`src/rtl/core/gni_div.sv`:
```
// Pipelined restoring divider, one quotient bit per register stage.
// Standalone; carries a side payload alongside each transaction.
`default_nettype none

module gni_div #(
    parameter int unsigned NUM_W  = 30,
    parameter int unsigned REM_W  = 10,
    parameter int unsigned SIDE_W = 1
) (
    input  wire logic              aclk,
    input  wire logic              aresetn,
    input  wire logic              in_valid,
    output logic                   in_ready,
    input  wire logic [NUM_W-1:0]  in_num,
    input  wire logic [SIDE_W-1:0] in_side,
    input  wire logic [REM_W:0]    den,
    output logic                   out_valid,
    input  wire logic              out_ready,
    output logic [NUM_W-1:0]       out_quo,
    output logic [REM_W-1:0]       out_rem,
    output logic [SIDE_W-1:0]      out_side
);

    // qn holds the unconsumed dividend bits on top and the quotient bits below
    logic              v_reg    [NUM_W];
    logic [NUM_W-1:0]  qn_reg   [NUM_W];
    logic [REM_W-1:0]  rem_reg  [NUM_W];
    logic [SIDE_W-1:0] side_reg [NUM_W];
    logic              adv;

    assign adv      = !v_reg[NUM_W-1] || out_ready;
    assign in_ready = adv;

    for (genvar k = 0; k < NUM_W; k++) begin : g_step
        logic              v_prev;
        logic [NUM_W-1:0]  qn_prev;
        logic [REM_W-1:0]  rem_prev;
        logic [SIDE_W-1:0] side_prev;
        logic [REM_W:0]    trial;
        logic [REM_W:0]    diff;
        logic              take;
        logic [REM_W-1:0]  rem_next;
        logic [NUM_W-1:0]  qn_next;

        if (k == 0) begin : g_first
            assign v_prev    = in_valid;
            assign qn_prev   = in_num;
            assign rem_prev  = '0;
            assign side_prev = in_side;
        end else begin : g_rest
            assign v_prev    = v_reg[k-1];
            assign qn_prev   = qn_reg[k-1];
            assign rem_prev  = rem_reg[k-1];
            assign side_prev = side_reg[k-1];
        end

        assign trial    = {rem_prev, qn_prev[NUM_W-1]};
        assign diff     = trial - den;
        assign take     = (trial >= den);
        assign rem_next = take ? diff[REM_W-1:0] : trial[REM_W-1:0];
        assign qn_next  = {qn_prev[NUM_W-2:0], take};

        always_ff @(posedge aclk) begin
            if (!aresetn) begin
                v_reg[k] <= 1'b0;
            end else if (adv) begin
                v_reg[k] <= v_prev;
            end
        end

        always_ff @(posedge aclk) begin
            if (adv) begin
                qn_reg[k]   <= qn_next;
                rem_reg[k]  <= rem_next;
                side_reg[k] <= side_prev;
            end
        end
    end

    assign out_valid = v_reg[NUM_W-1];
    assign out_quo   = qn_reg[NUM_W-1];
    assign out_rem   = rem_reg[NUM_W-1];
    assign out_side  = side_reg[NUM_W-1];

endmodule

`default_nettype wire

```
`config.mk`:
```
export PLATFORM = sky130hd
export DESIGN_NAME = gni_div
export DESIGN_NICKNAME = d
export VERILOG_FILES = /design/src/rtl/core/gni_div.sv
export SDC_FILE = /design/constraint.sdc
export NUM_CORES = 2
export LEC_CHECK = 0
export ABC_AREA = 1
export BUFFER_PORTS_ARGS = -buffer_cell sky130_fd_sc_hd__buf_2
export CORE_MARGIN = 2
export CORE_UTILIZATION = 60
export DETAILED_ROUTE_END_ITERATION = 10
export PLACE_DENSITY = 0.78
export SYNTH_ARGS = -nofsm -noshare
export SYNTH_HDL_FRONTEND = slang
export SYNTH_SLANG_ARGS = --single-unit
export TNS_END_PERCENT = 10
```
`constraint.sdc`:
```
create_clock -name aclk -period 99.6 [get_ports aclk]
set_input_delay 9.96 -clock aclk [delete_from_list [all_inputs] [get_ports aclk]]
set_output_delay 9.96 -clock aclk [all_outputs]
set_load 0.02 [all_outputs]
```
==> results_dict.tcl <==
set metrics [dict create \
    status "complete, no violations" \
    hold_depth 0 \
    clkLatencyLatePin_ps 750 \
    synth_ff_type "edfxtp_1" \
    yosysSeqAreaShare_pct 64.43 \
    wl_per_cell_um 15.44 \
    p_leak_nw 29.89 \
    antenna_found_initial 0 \
    startpoint_type "input port" \
    grt_pass1_wl_um 170200 \
    synth_compound_area_share_pct 1.922 \
    clockRootBuffer "clkbuf_16" \
    min_from "qn_reg[0][36]" \
    m1WireLength_um 47120 \
    cpMostUsedCell "buf_2" \
    synthSimpleGateAreaFrac_pct 19.81 \
    synth_xor_xnor_area_share_pct 1.298 \
    avgSynthCellArea_um2 11.37 \
    synthCells 5164 \
    ios 89 \
    yosysWarnings 0 \
    synth_top_area_share_pct 64.39 \
    start_util_pct 60.62 \
    synth_fp_nets 5560 \
    viasPerCell 5.299 \
    ys_ff_latch 1260 \
    clk_pin_slew_worst_paths_ps 60 \
    end_kind "output port" \
    syn_area_mm2 0.05871 \
    vias 35850 \
    finalSetupViolations 0 \
    reg2reg_from "v_reg[29]" \
    dp.cells 6521 \
    rsz0062_at_grt "no" \
    drive_gt1_share_pct 9.402 \
    place_congestion 0.8827 \
    cts.repair.resized 0 \
    grt_pass1_vias 34560 \
    wl_met2_um 49200 \
    crit_fanout 42 \
    hpwl_um 65620 \
    fp.coreArea_mm2 0.09685 \
    irDropWorstVdd_v 0.00001633 \
    post-cts-setup-buffer-count 0 \
    synth_fa_ha_area_share_pct 7.830 \
    finClkSkew_ps 29.11 \
    r2r_end "side_reg[2]" \
    cts_buffers 133 \
    diodes 0 \
    dr_wl_met3_um 5197 \
    hold_buffers 0 \
    ant_nets 0 \
    async_flop_share_pct 0 \
    fin_cells 6764 \
    gr-total-overflow 0 \
    slew_violations 0 \
    synthTopCellsByArea "edfxtp_1 64%, nand2_1 10%, ha_1 6.8%" \
    slowest_delay_ps 420 \
    min_path_type "flip-flop to flip-flop" \
    largest_reg_flops 900 \
    crit_slowest_cell "nand2_4" \
    finalCritPeriodShare_pct 20.98 \
    synth_top_family_by_area "simple AND/OR/NAND/NOR gates" \
    grt_max_degree 202 \
    die_y_um 316.8 \
    required_ps 89640 \
    slew-limit-headroom_pct 28.39 \
    top_layer "met4" \
    path_cells "buf_2, inv_1, nand2_4, buf_2" \
    rr_worst_depth 5 \
    cts_buffer_depth 3 \
    cts-htree-levels 4 \
    cts_tree "yes" \
    crit_arrival_ps 10930 \
    ys_types 33 \
    drt_iter0_drc 2494 \
    area_growth_pct 10.64 \
    hold_end "qn_reg[0][67]" \
    die_w_um 316.8 \
    synth-edff-count 1259 \
    final_hold_viol_count 0 \
    tightest_slew_ps 1074 \
    fin_crit_ps 20890 \
    yosysTopAreaCell "edfxtp_1" \
    num-nets-final 5776 \
    first_pass_iters 6 \
    final.setup.tns_ps 0 \
    route.detailed.drc 0 \
    cts.sinks 1260 \
    maxCapViolations 0 \
    io_buffer_count 88 \
    die_area_mm2 0.1004 \
    synthMuxAreaShare_pct 0 \
    rows 114 \
    fmax_mhz 47.86 \
    p_per_area_mw_per_mm2 28.12 \
    wl_um 104400 \
    r2r_setup_slack_ps 94760 \
    critical_path_class "input port to output port" \
    grt_usage_pct 21.24 \
    whs_ps 394.7 \
]
## layer usage
layer	GRT usage, %	up-vias
met1	29.24	16800
met3	3.359	213
li1	-	17990
met5	0	-
met2	34.72	845
met4	7.268	0
## kinds of logic (layout without fill, tap and decap cells)
family                     count (synthesis)  in the layout
and+or+nand+nor                         2602           2602
AOI/OAI and AO/OA                        208            208
buffers and inverters                    657            981
xor gates and xnor gates                  87             87
adders and majority gates                350            350
DFF                                     1260           1260
## worst max path at each step
stage / slack, ps / end / from
5_1_grt: 78660 / in_ready / out_ready
3_5_place_dp: 78700 / in_ready / out_ready
6_report: 78710 / in_ready / out_ready
4_1_cts: 78690 / in_ready / out_ready
2_1_floorplan: 53600 / in_ready / out_ready
3_3_place_gp: 78680 / in_ready / out_ready
## synth_stat cells (21+ instances only)
master and count:
nand2_1 1593, edfxtp_1 1259, inv_1 606, nand3_1 452, ha_1 321, nor2_1 271, a21oi_1 138, xor2_1 80
nand3_2 70, nand2_2 58, nand3b_1 42, nand2_4 38, nand4_1 38, o21ai_0 36, fa_1 29, o21a_1 21
## layout make-up
cell class / count / area (um2)
multi-input combinational: 3247 / 18120
tap: 1276 / 1597
inverter: 625 / 2347
timing repair buffer: 113 / 653.1
sequential: 1260 / 37830
fill: 7071 / 31890
clock buffer: 155 / 3411
clock inverter: 88 / 998.5
## worst max-delay path: cells and delay by family
kind / cells / cell delay (ps)
AND/OR/NAND/NOR: 1 / 420
buffers and inverters: 3 / 500
## cell usage in the layout (no fill, tap or decap), types with 2 or more instances in the layout
master      instances
o21a_1             21
clkinv_4            5
xnor2_1             7
clkinv_8            3
nand4_1            38
nand2_2            58
clkinv_1           23
o21ai_1             3
clkbuf_1           22
fa_1               29
buf_4              23
nand2_4            39
nor2_1            271
clkinv_2           24
inv_6               5
buf_2              88
or2_0              11
nor2_4             15
inv_1             605
bufinv_16          11
ha_1              321
buf_12              2
o21ai_0            36
inv_16              3
nand3_1           452
clkinvlp_4          8
xor2_1             80
and2_1             12
a21oi_1           138
nand2_1          1592
clkbuf_16         133
edfxtp_1         1259
nand3_2            70
inv_2              19
nand3b_1           42
clkinv_16           7
o21bai_1            8
## per-stage QoR
step	worst slack (ps)	cell area (um2)	power [mW]	util (%)
2_1_floorplan	53600	58710	1.223	-
3_3_place_gp	78680	60550	1.324	62.52
3_5_place_dp	78700	60550	1.340	62.52
4_1_cts	78690	64960	1.838	67.07
5_1_grt	78660	64960	1.950	67.07
6_report	78710	64960	1.826	67.07
## report_power, final
| part | switching [mW] | leakage (nW) | internal (mW) | total, mW |
|---|---|---|---|---|
| Sequential | 0.0510 | 14.1 | 0.741 | 0.792 |
| Clock | 0.208 | 2.12 | 0.280 | 0.488 |
| Combinational | 0.354 | 13.7 | 0.193 | 0.547 |
Note: power is estimated with default switching activity, not from simulation.
