--- config.mk ---
export PLATFORM = sky130hd
export DESIGN_NAME = gni_nbr
export DESIGN_NICKNAME = d
export VERILOG_FILES = /design/src/rtl/core/gni_pkg.sv /design/src/rtl/core/gni_nbr.sv
export SDC_FILE = /design/constraint.sdc
export NUM_CORES = 1
export LEC_CHECK = 0
export CORE_MARGIN = 4
export CORE_UTILIZATION = 30
export DETAILED_ROUTE_END_ITERATION = 12
export DONT_BUFFER_PORTS = 1
export PLACE_DENSITY = 0.42
export SYNTH_ARGS = -nofsm -noshare
export SYNTH_HDL_FRONTEND = slang
export SYNTH_SLANG_ARGS = --single-unit
--- constraint.sdc ---
create_clock -name aclk -period 14.7 [get_ports aclk]
set_input_delay 0.735 -clock aclk [delete_from_list [all_inputs] [get_ports aclk]]
set_output_delay 0.735 -clock aclk [all_outputs]
set_load 0.1 [all_outputs]
--- src/rtl/core/gni_pkg.sv ---
// Shared constants for the grid neighbor index block.
// No dependencies; imported by the top level and the neighbor stage.
`default_nettype none

package gni_pkg;

    localparam int unsigned CFG_W     = 11;
    localparam int unsigned CFG_IDX_W = 2;
    localparam int unsigned NBR_CNT   = 6;

    localparam logic [CFG_W-1:0] DIM_RESET = 11'd1024;

    // register indexes on the configuration port
    localparam logic [CFG_IDX_W-1:0] REG_DIM_X = 2'd0;
    localparam logic [CFG_IDX_W-1:0] REG_DIM_Y = 2'd1;
    localparam logic [CFG_IDX_W-1:0] REG_DIM_Z = 2'd2;

    // presence mask bit positions
    localparam int unsigned NB_XM = 0;
    localparam int unsigned NB_XP = 1;
    localparam int unsigned NB_YM = 2;
    localparam int unsigned NB_YP = 3;
    localparam int unsigned NB_ZM = 4;
    localparam int unsigned NB_ZP = 5;

endpackage

`default_nettype wire

--- src/rtl/core/gni_nbr.sv ---
// Neighbor index stage: linear base index, six neighbor indices and mask.
// Three register stages, the last one is the result register. Uses gni_pkg.
`default_nettype none

module gni_nbr #(
    parameter int unsigned AXIS_BITS = 10
) (
    input  wire logic                     aclk,
    input  wire logic                     aresetn,
    input  wire logic                     in_valid,
    output logic                          in_ready,
    input  wire logic [AXIS_BITS-1:0]     in_x,
    input  wire logic [AXIS_BITS-1:0]     in_y,
    input  wire logic [AXIS_BITS-1:0]     in_z,
    input  wire logic [AXIS_BITS:0]       dx,
    input  wire logic [AXIS_BITS:0]       dy,
    input  wire logic [AXIS_BITS:0]       dz,
    input  wire logic [2*AXIS_BITS:0]     dxy,
    output logic                          out_valid,
    input  wire logic                     out_ready,
    output logic [AXIS_BITS-1:0]          out_x,
    output logic [AXIS_BITS-1:0]          out_y,
    output logic [AXIS_BITS-1:0]          out_z,
    output logic [3*AXIS_BITS-1:0]        out_xm,
    output logic [3*AXIS_BITS-1:0]        out_xp,
    output logic [3*AXIS_BITS-1:0]        out_ym,
    output logic [3*AXIS_BITS-1:0]        out_yp,
    output logic [3*AXIS_BITS-1:0]        out_zm,
    output logic [3*AXIS_BITS-1:0]        out_zp,
    output logic [gni_pkg::NBR_CNT-1:0]   out_mask
);
    import gni_pkg::*;

    localparam int unsigned A  = AXIS_BITS;
    localparam int unsigned IW = 3 * AXIS_BITS;

    logic [2:0] v_reg;
    logic       adv;

    // stage 1: products and edge flags
    logic [2*A:0]       yd_full;
    logic [3*A+1:0]     zd_full;
    logic [A:0]         x_inc;
    logic [A:0]         y_inc;
    logic [A:0]         z_inc;
    logic [NBR_CNT-1:0] ok_next;
    logic [2*A:0]       yd_reg;
    logic [IW-1:0]      zd_reg;
    logic [NBR_CNT-1:0] ok1_reg;
    logic [A-1:0]       x1_reg;
    logic [A-1:0]       y1_reg;
    logic [A-1:0]       z1_reg;

    // stage 2: base index
    logic [IW-1:0]      base_next;
    logic [IW-1:0]      base_reg;
    logic [NBR_CNT-1:0] ok2_reg;
    logic [A-1:0]       x2_reg;
    logic [A-1:0]       y2_reg;
    logic [A-1:0]       z2_reg;

    // stage 3: result register
    logic [IW-1:0]      dx_ext;
    logic [IW-1:0]      dxy_ext;
    logic [IW-1:0]      xm_next;
    logic [IW-1:0]      xp_next;
    logic [IW-1:0]      ym_next;
    logic [IW-1:0]      yp_next;
    logic [IW-1:0]      zm_next;
    logic [IW-1:0]      zp_next;
    logic [IW-1:0]      xm_reg;
    logic [IW-1:0]      xp_reg;
    logic [IW-1:0]      ym_reg;
    logic [IW-1:0]      yp_reg;
    logic [IW-1:0]      zm_reg;
    logic [IW-1:0]      zp_reg;
    logic [NBR_CNT-1:0] mask_reg;
    logic [A-1:0]       x3_reg;
    logic [A-1:0]       y3_reg;
    logic [A-1:0]       z3_reg;

    assign adv      = !v_reg[2] || out_ready;
    assign in_ready = adv;

    assign yd_full = (2*A+1)'(in_y) * (2*A+1)'(dx);
    assign zd_full = (3*A+2)'(in_z) * (3*A+2)'(dxy);
    assign x_inc   = {1'b0, in_x} + 1'b1;
    assign y_inc   = {1'b0, in_y} + 1'b1;
    assign z_inc   = {1'b0, in_z} + 1'b1;

    always_comb begin
        ok_next        = '0;
        ok_next[NB_XM] = (in_x != '0);
        ok_next[NB_XP] = (x_inc < dx);
        ok_next[NB_YM] = (in_y != '0);
        ok_next[NB_YP] = (y_inc < dy);
        ok_next[NB_ZM] = (in_z != '0);
        ok_next[NB_ZP] = (z_inc < dz);
    end

    assign base_next = {{(IW-A){1'b0}}, x1_reg}
                     + {{(IW-2*A-1){1'b0}}, yd_reg}
                     + zd_reg;

    assign dx_ext  = {{(IW-A-1){1'b0}}, dx};
    assign dxy_ext = {{(IW-2*A-1){1'b0}}, dxy};

    assign xm_next = ok2_reg[NB_XM] ? base_reg - 1'b1    : '0;
    assign xp_next = ok2_reg[NB_XP] ? base_reg + 1'b1    : '0;
    assign ym_next = ok2_reg[NB_YM] ? base_reg - dx_ext  : '0;
    assign yp_next = ok2_reg[NB_YP] ? base_reg + dx_ext  : '0;
    assign zm_next = ok2_reg[NB_ZM] ? base_reg - dxy_ext : '0;
    assign zp_next = ok2_reg[NB_ZP] ? base_reg + dxy_ext : '0;

    always_ff @(posedge aclk) begin
        if (!aresetn) begin
            v_reg <= '0;
        end else if (adv) begin
            v_reg <= {v_reg[1:0], in_valid};
        end
    end

    always_ff @(posedge aclk) begin
        if (adv) begin
            yd_reg   <= yd_full;
            zd_reg   <= zd_full[IW-1:0];
            ok1_reg  <= ok_next;
            x1_reg   <= in_x;
            y1_reg   <= in_y;
            z1_reg   <= in_z;

            base_reg <= base_next;
            ok2_reg  <= ok1_reg;
            x2_reg   <= x1_reg;
            y2_reg   <= y1_reg;
            z2_reg   <= z1_reg;

            xm_reg   <= xm_next;
            xp_reg   <= xp_next;
            ym_reg   <= ym_next;
            yp_reg   <= yp_next;
            zm_reg   <= zm_next;
            zp_reg   <= zp_next;
            mask_reg <= ok2_reg;
            x3_reg   <= x2_reg;
            y3_reg   <= y2_reg;
            z3_reg   <= z2_reg;
        end
    end

    assign out_valid = v_reg[2];
    assign out_x     = x3_reg;
    assign out_y     = y3_reg;
    assign out_z     = z3_reg;
    assign out_xm    = xm_reg;
    assign out_xp    = xp_reg;
    assign out_ym    = ym_reg;
    assign out_yp    = yp_reg;
    assign out_zm    = zm_reg;
    assign out_zp    = zp_reg;
    assign out_mask  = mask_reg;

endmodule

`default_nettype wire

==> results_dict.tcl <==
set metrics [dict create \
    outcome "completed" \
    post-cts-setup-buffer-count 0 \
    synth_edf_count 369 \
    area_growth_syn_to_layout_pct 9.87 \
    antenna_cells_inserted 0 \
    min-delay-path-class "in -> reg" \
    remaining_drc_errors 0 \
    floorplan.die_area_mm2 0.107 \
    cell_row_count 116 \
    drive_gt1_share_pct 4.49 \
    syn_area_per_cell_um2 10.3 \
    async_flop_share_pct 0 \
    syn-num-nets 3529 \
    cts.reportedPaths.clkPinSlew_ns 0.06 \
    mappedNetlistArea_mm2 0.0305 \
    place.detailed.hpwl_mm 71.0 \
    timing_worst_setup_path_type "in -> reg" \
    drt_iter0_drc 1138 \
    routed_wire_length_per_instance_um 21.6 \
    firstDrtPassIters 5 \
    timing.critical_path.to_type "flop" \
    r2r_slack_ns 10.37 \
    post-route-period-util_pct 39.4 \
    critical_path_peak_fanout 26 \
    worst-slew-pin-transition_ns 1.12 \
    yosysWarningCount 0 \
    netlist-cell-type-count 70 \
    num_vias 20900 \
    finish.net_count 3457 \
    grt_start_max_net_pins 97 \
    root_buffer_cell "clkbuf_16" \
    numCtsBuffers 46 \
    synth_sequential_area_ratio_pct 36.5 \
    post_synth_main_area_contributors "edfxtp_1 36%, fa_1 15%, ha_1 10%, and2_1 5.2%, inv_1 4.3%" \
    grt_pass1_wl_mm 140 \
    setup_viol 0 \
    maxSlewViolCount 0 \
    yosysTopAreaCellShare_pct 36.3 \
    first_global_vias 21900 \
    detail_route.wirelength_mm 92.2 \
    antenna_found_initial 1 \
    cts.repair.resized 0 \
    unrepaired_setup_endpoints_after_global_routing "false" \
    die_x_extent_um 327 \
    placeableCoreArea_mm2 0.100 \
    port-buffer-count 0 \
    yosysTopAreaCell "edfxtp_1" \
    layout_commonest_cell "edfxtp_1" \
    post_route_design_area_mm2 0.0335 \
    worstSkewPairLatency_ns 0.60 \
    final_cell_mix "369 x edfxtp_1, 350 x inv_1, 273 x nand2_1, 253 x ha_1, 252 x and2_1" \
    start_util_pct 30.4 \
    globalRouteTotalUtil_pct 17.1 \
    tritoncts_num_sinks 372 \
    level_count_of_the_clock_h_tree 2 \
    finalWeightedCongestion 0.837 \
    fin_worst_skew_ns 0.0142 \
    detail-route-antenna-nets 0 \
    worst-endpoint-required_ns 15.03 \
    max-cap-violations 0 \
    synth-main-ff-cell "edfxtp_1" \
    io_pins 306 \
    worst_ep_arrival_time_ns 6.12 \
    finalSetupTns_ns 0 \
    report.final.hold_viol_count 0 \
    postSynthRegisterBits 372 \
    vias_per_cell 4.88 \
    fillerInstances 10300 \
    cts_hold_repair.buffers 0 \
    layout_min_cycle_time_ns 5.79 \
    max_freq_mhz 173 \
    dpl-instance-area_mm2 0.0319 \
    headroom_to_the_max_slew_limit_pct 25.3 \
    dieHeight_um 327 \
    globalRoute.totalOverflow 0 \
    tritoncts "built" \
    crit_path_start_kind "primary input" \
    cts_max_path_buffers 3 \
    synth_instances 2954 \
]
==> routing by layer <==
| layer | part of all wire [%] | GRT usage [%] | vias up | wire length [um] |
|---|---|---|---|---|
| met3 | 4.1 | 2.60 | 123 | 3790 |
| met1 | 44 | 22.4 | 10500 | 40800 |
| met5 | 0.014 | 0 | - | 13 |
| met4 | 2.6 | 4.70 | 2 | 2380 |
| met2 | 49 | 29.5 | 475 | 45200 |
| li1 | - | - | 9780 | - |
==> final timing paths <==
| check | from | to | depth (start not counted) |
|---|---|---|---|
| hold reg to reg | z1_reg[1] | z2_reg[1] | 0 |
| setup / recovery | in_z[1] | zd_reg[26] | 20 |
| setup reg to reg | v_reg[2] | zd_reg[21] | 4 |
| hold / removal | in_x[1] | x1_reg[1] | 0 |
==> cells in the mapped netlist, types with 7 or more instances <==
master    count
or3_1        29
a21boi_0     33
fa_1        234
nand3_1      54
buf_1        12
xnor2_1     142
clkbuf_1    130
ha_1        253
nand4_1      26
or2_2         8
mux2i_1       7
o21bai_1     13
a21oi_1     117
o211ai_1     18
a211oi_1     13
o31ai_1      14
and3_1       23
o21a_1       24
xor2_1       71
nor2b_1      39
nor3_1       34
nor2_1      119
o21ai_0      93
edfxtp_1    369
a21o_1       44
or4_1         8
inv_1       350
a31oi_1      18
and2_1      252
nand2b_1     30
nor4_1       14
nand2_1     273
==> kinds of logic (layout without fill, tap and decap cells) <==
logic type / Yosys count / after routing / share of synthesized area, %
adders and majority gates: 487 / 487 / 25.7
and+or+nand+nor: 943 / 943 / 16.1
DFF: 372 / 372 / 36.5
buffers and inverters: 496 / 460 / 6.14
muxes: 7 / 7 / 0.230
AOI/OAI and AO/OA: 436 / 436 / 9.17
xor gates and xnor gates: 213 / 213 / 6.11
==> area by class of cell <==
cell class / instances / area, um2 / share of cell area, %
flip-flops and latches: 372 / 11100 / 33.2
inverters: 351 / 1320 / 3.93
clock inverters: 29 / 458 / 1.37
well taps: 1357 / 1700 / 5.06
repair buffers: 25 / 200 / 0.597
multi-input cells: 2086 / 17500 / 52.2
clock buffers: 55 / 1210 / 3.60
==> through the flow <==
step                hold WS (ns)  std cells  util [%]  worst slack (ns)
floorplan                  0.400       2954         -              3.01
global placement           0.401       4191      31.7              8.36
detailed placement         0.405       4191      31.7              8.33
CTS                        0.178       4275      33.4              8.98
global route               0.185       4275      33.4              8.71
finish                     0.234       4275      33.4              8.91
==> critical path, stage by stage <==
cell and delay (ns):
nand2_1 0.06, fa_1 0.54, inv_1 0.05, fa_1 0.51, inv_1 0.06, fa_1 0.53, inv_1 0.05, fa_1 0.48
inv_1 0.05, fa_1 0.48, inv_1 0.04, ha_1 0.18, a2111oi_0 0.42, o21ai_0 0.29, a31o_2 0.35, nand4bb_1 0.10
or4b_2 0.69, a21o_1 0.22, a21oi_1 0.17, xnor2_1 0.09
Power is left out: the tool's default activity adds up to more than one toggle a clock period on the data nets, which glitch-free logic cannot reach.
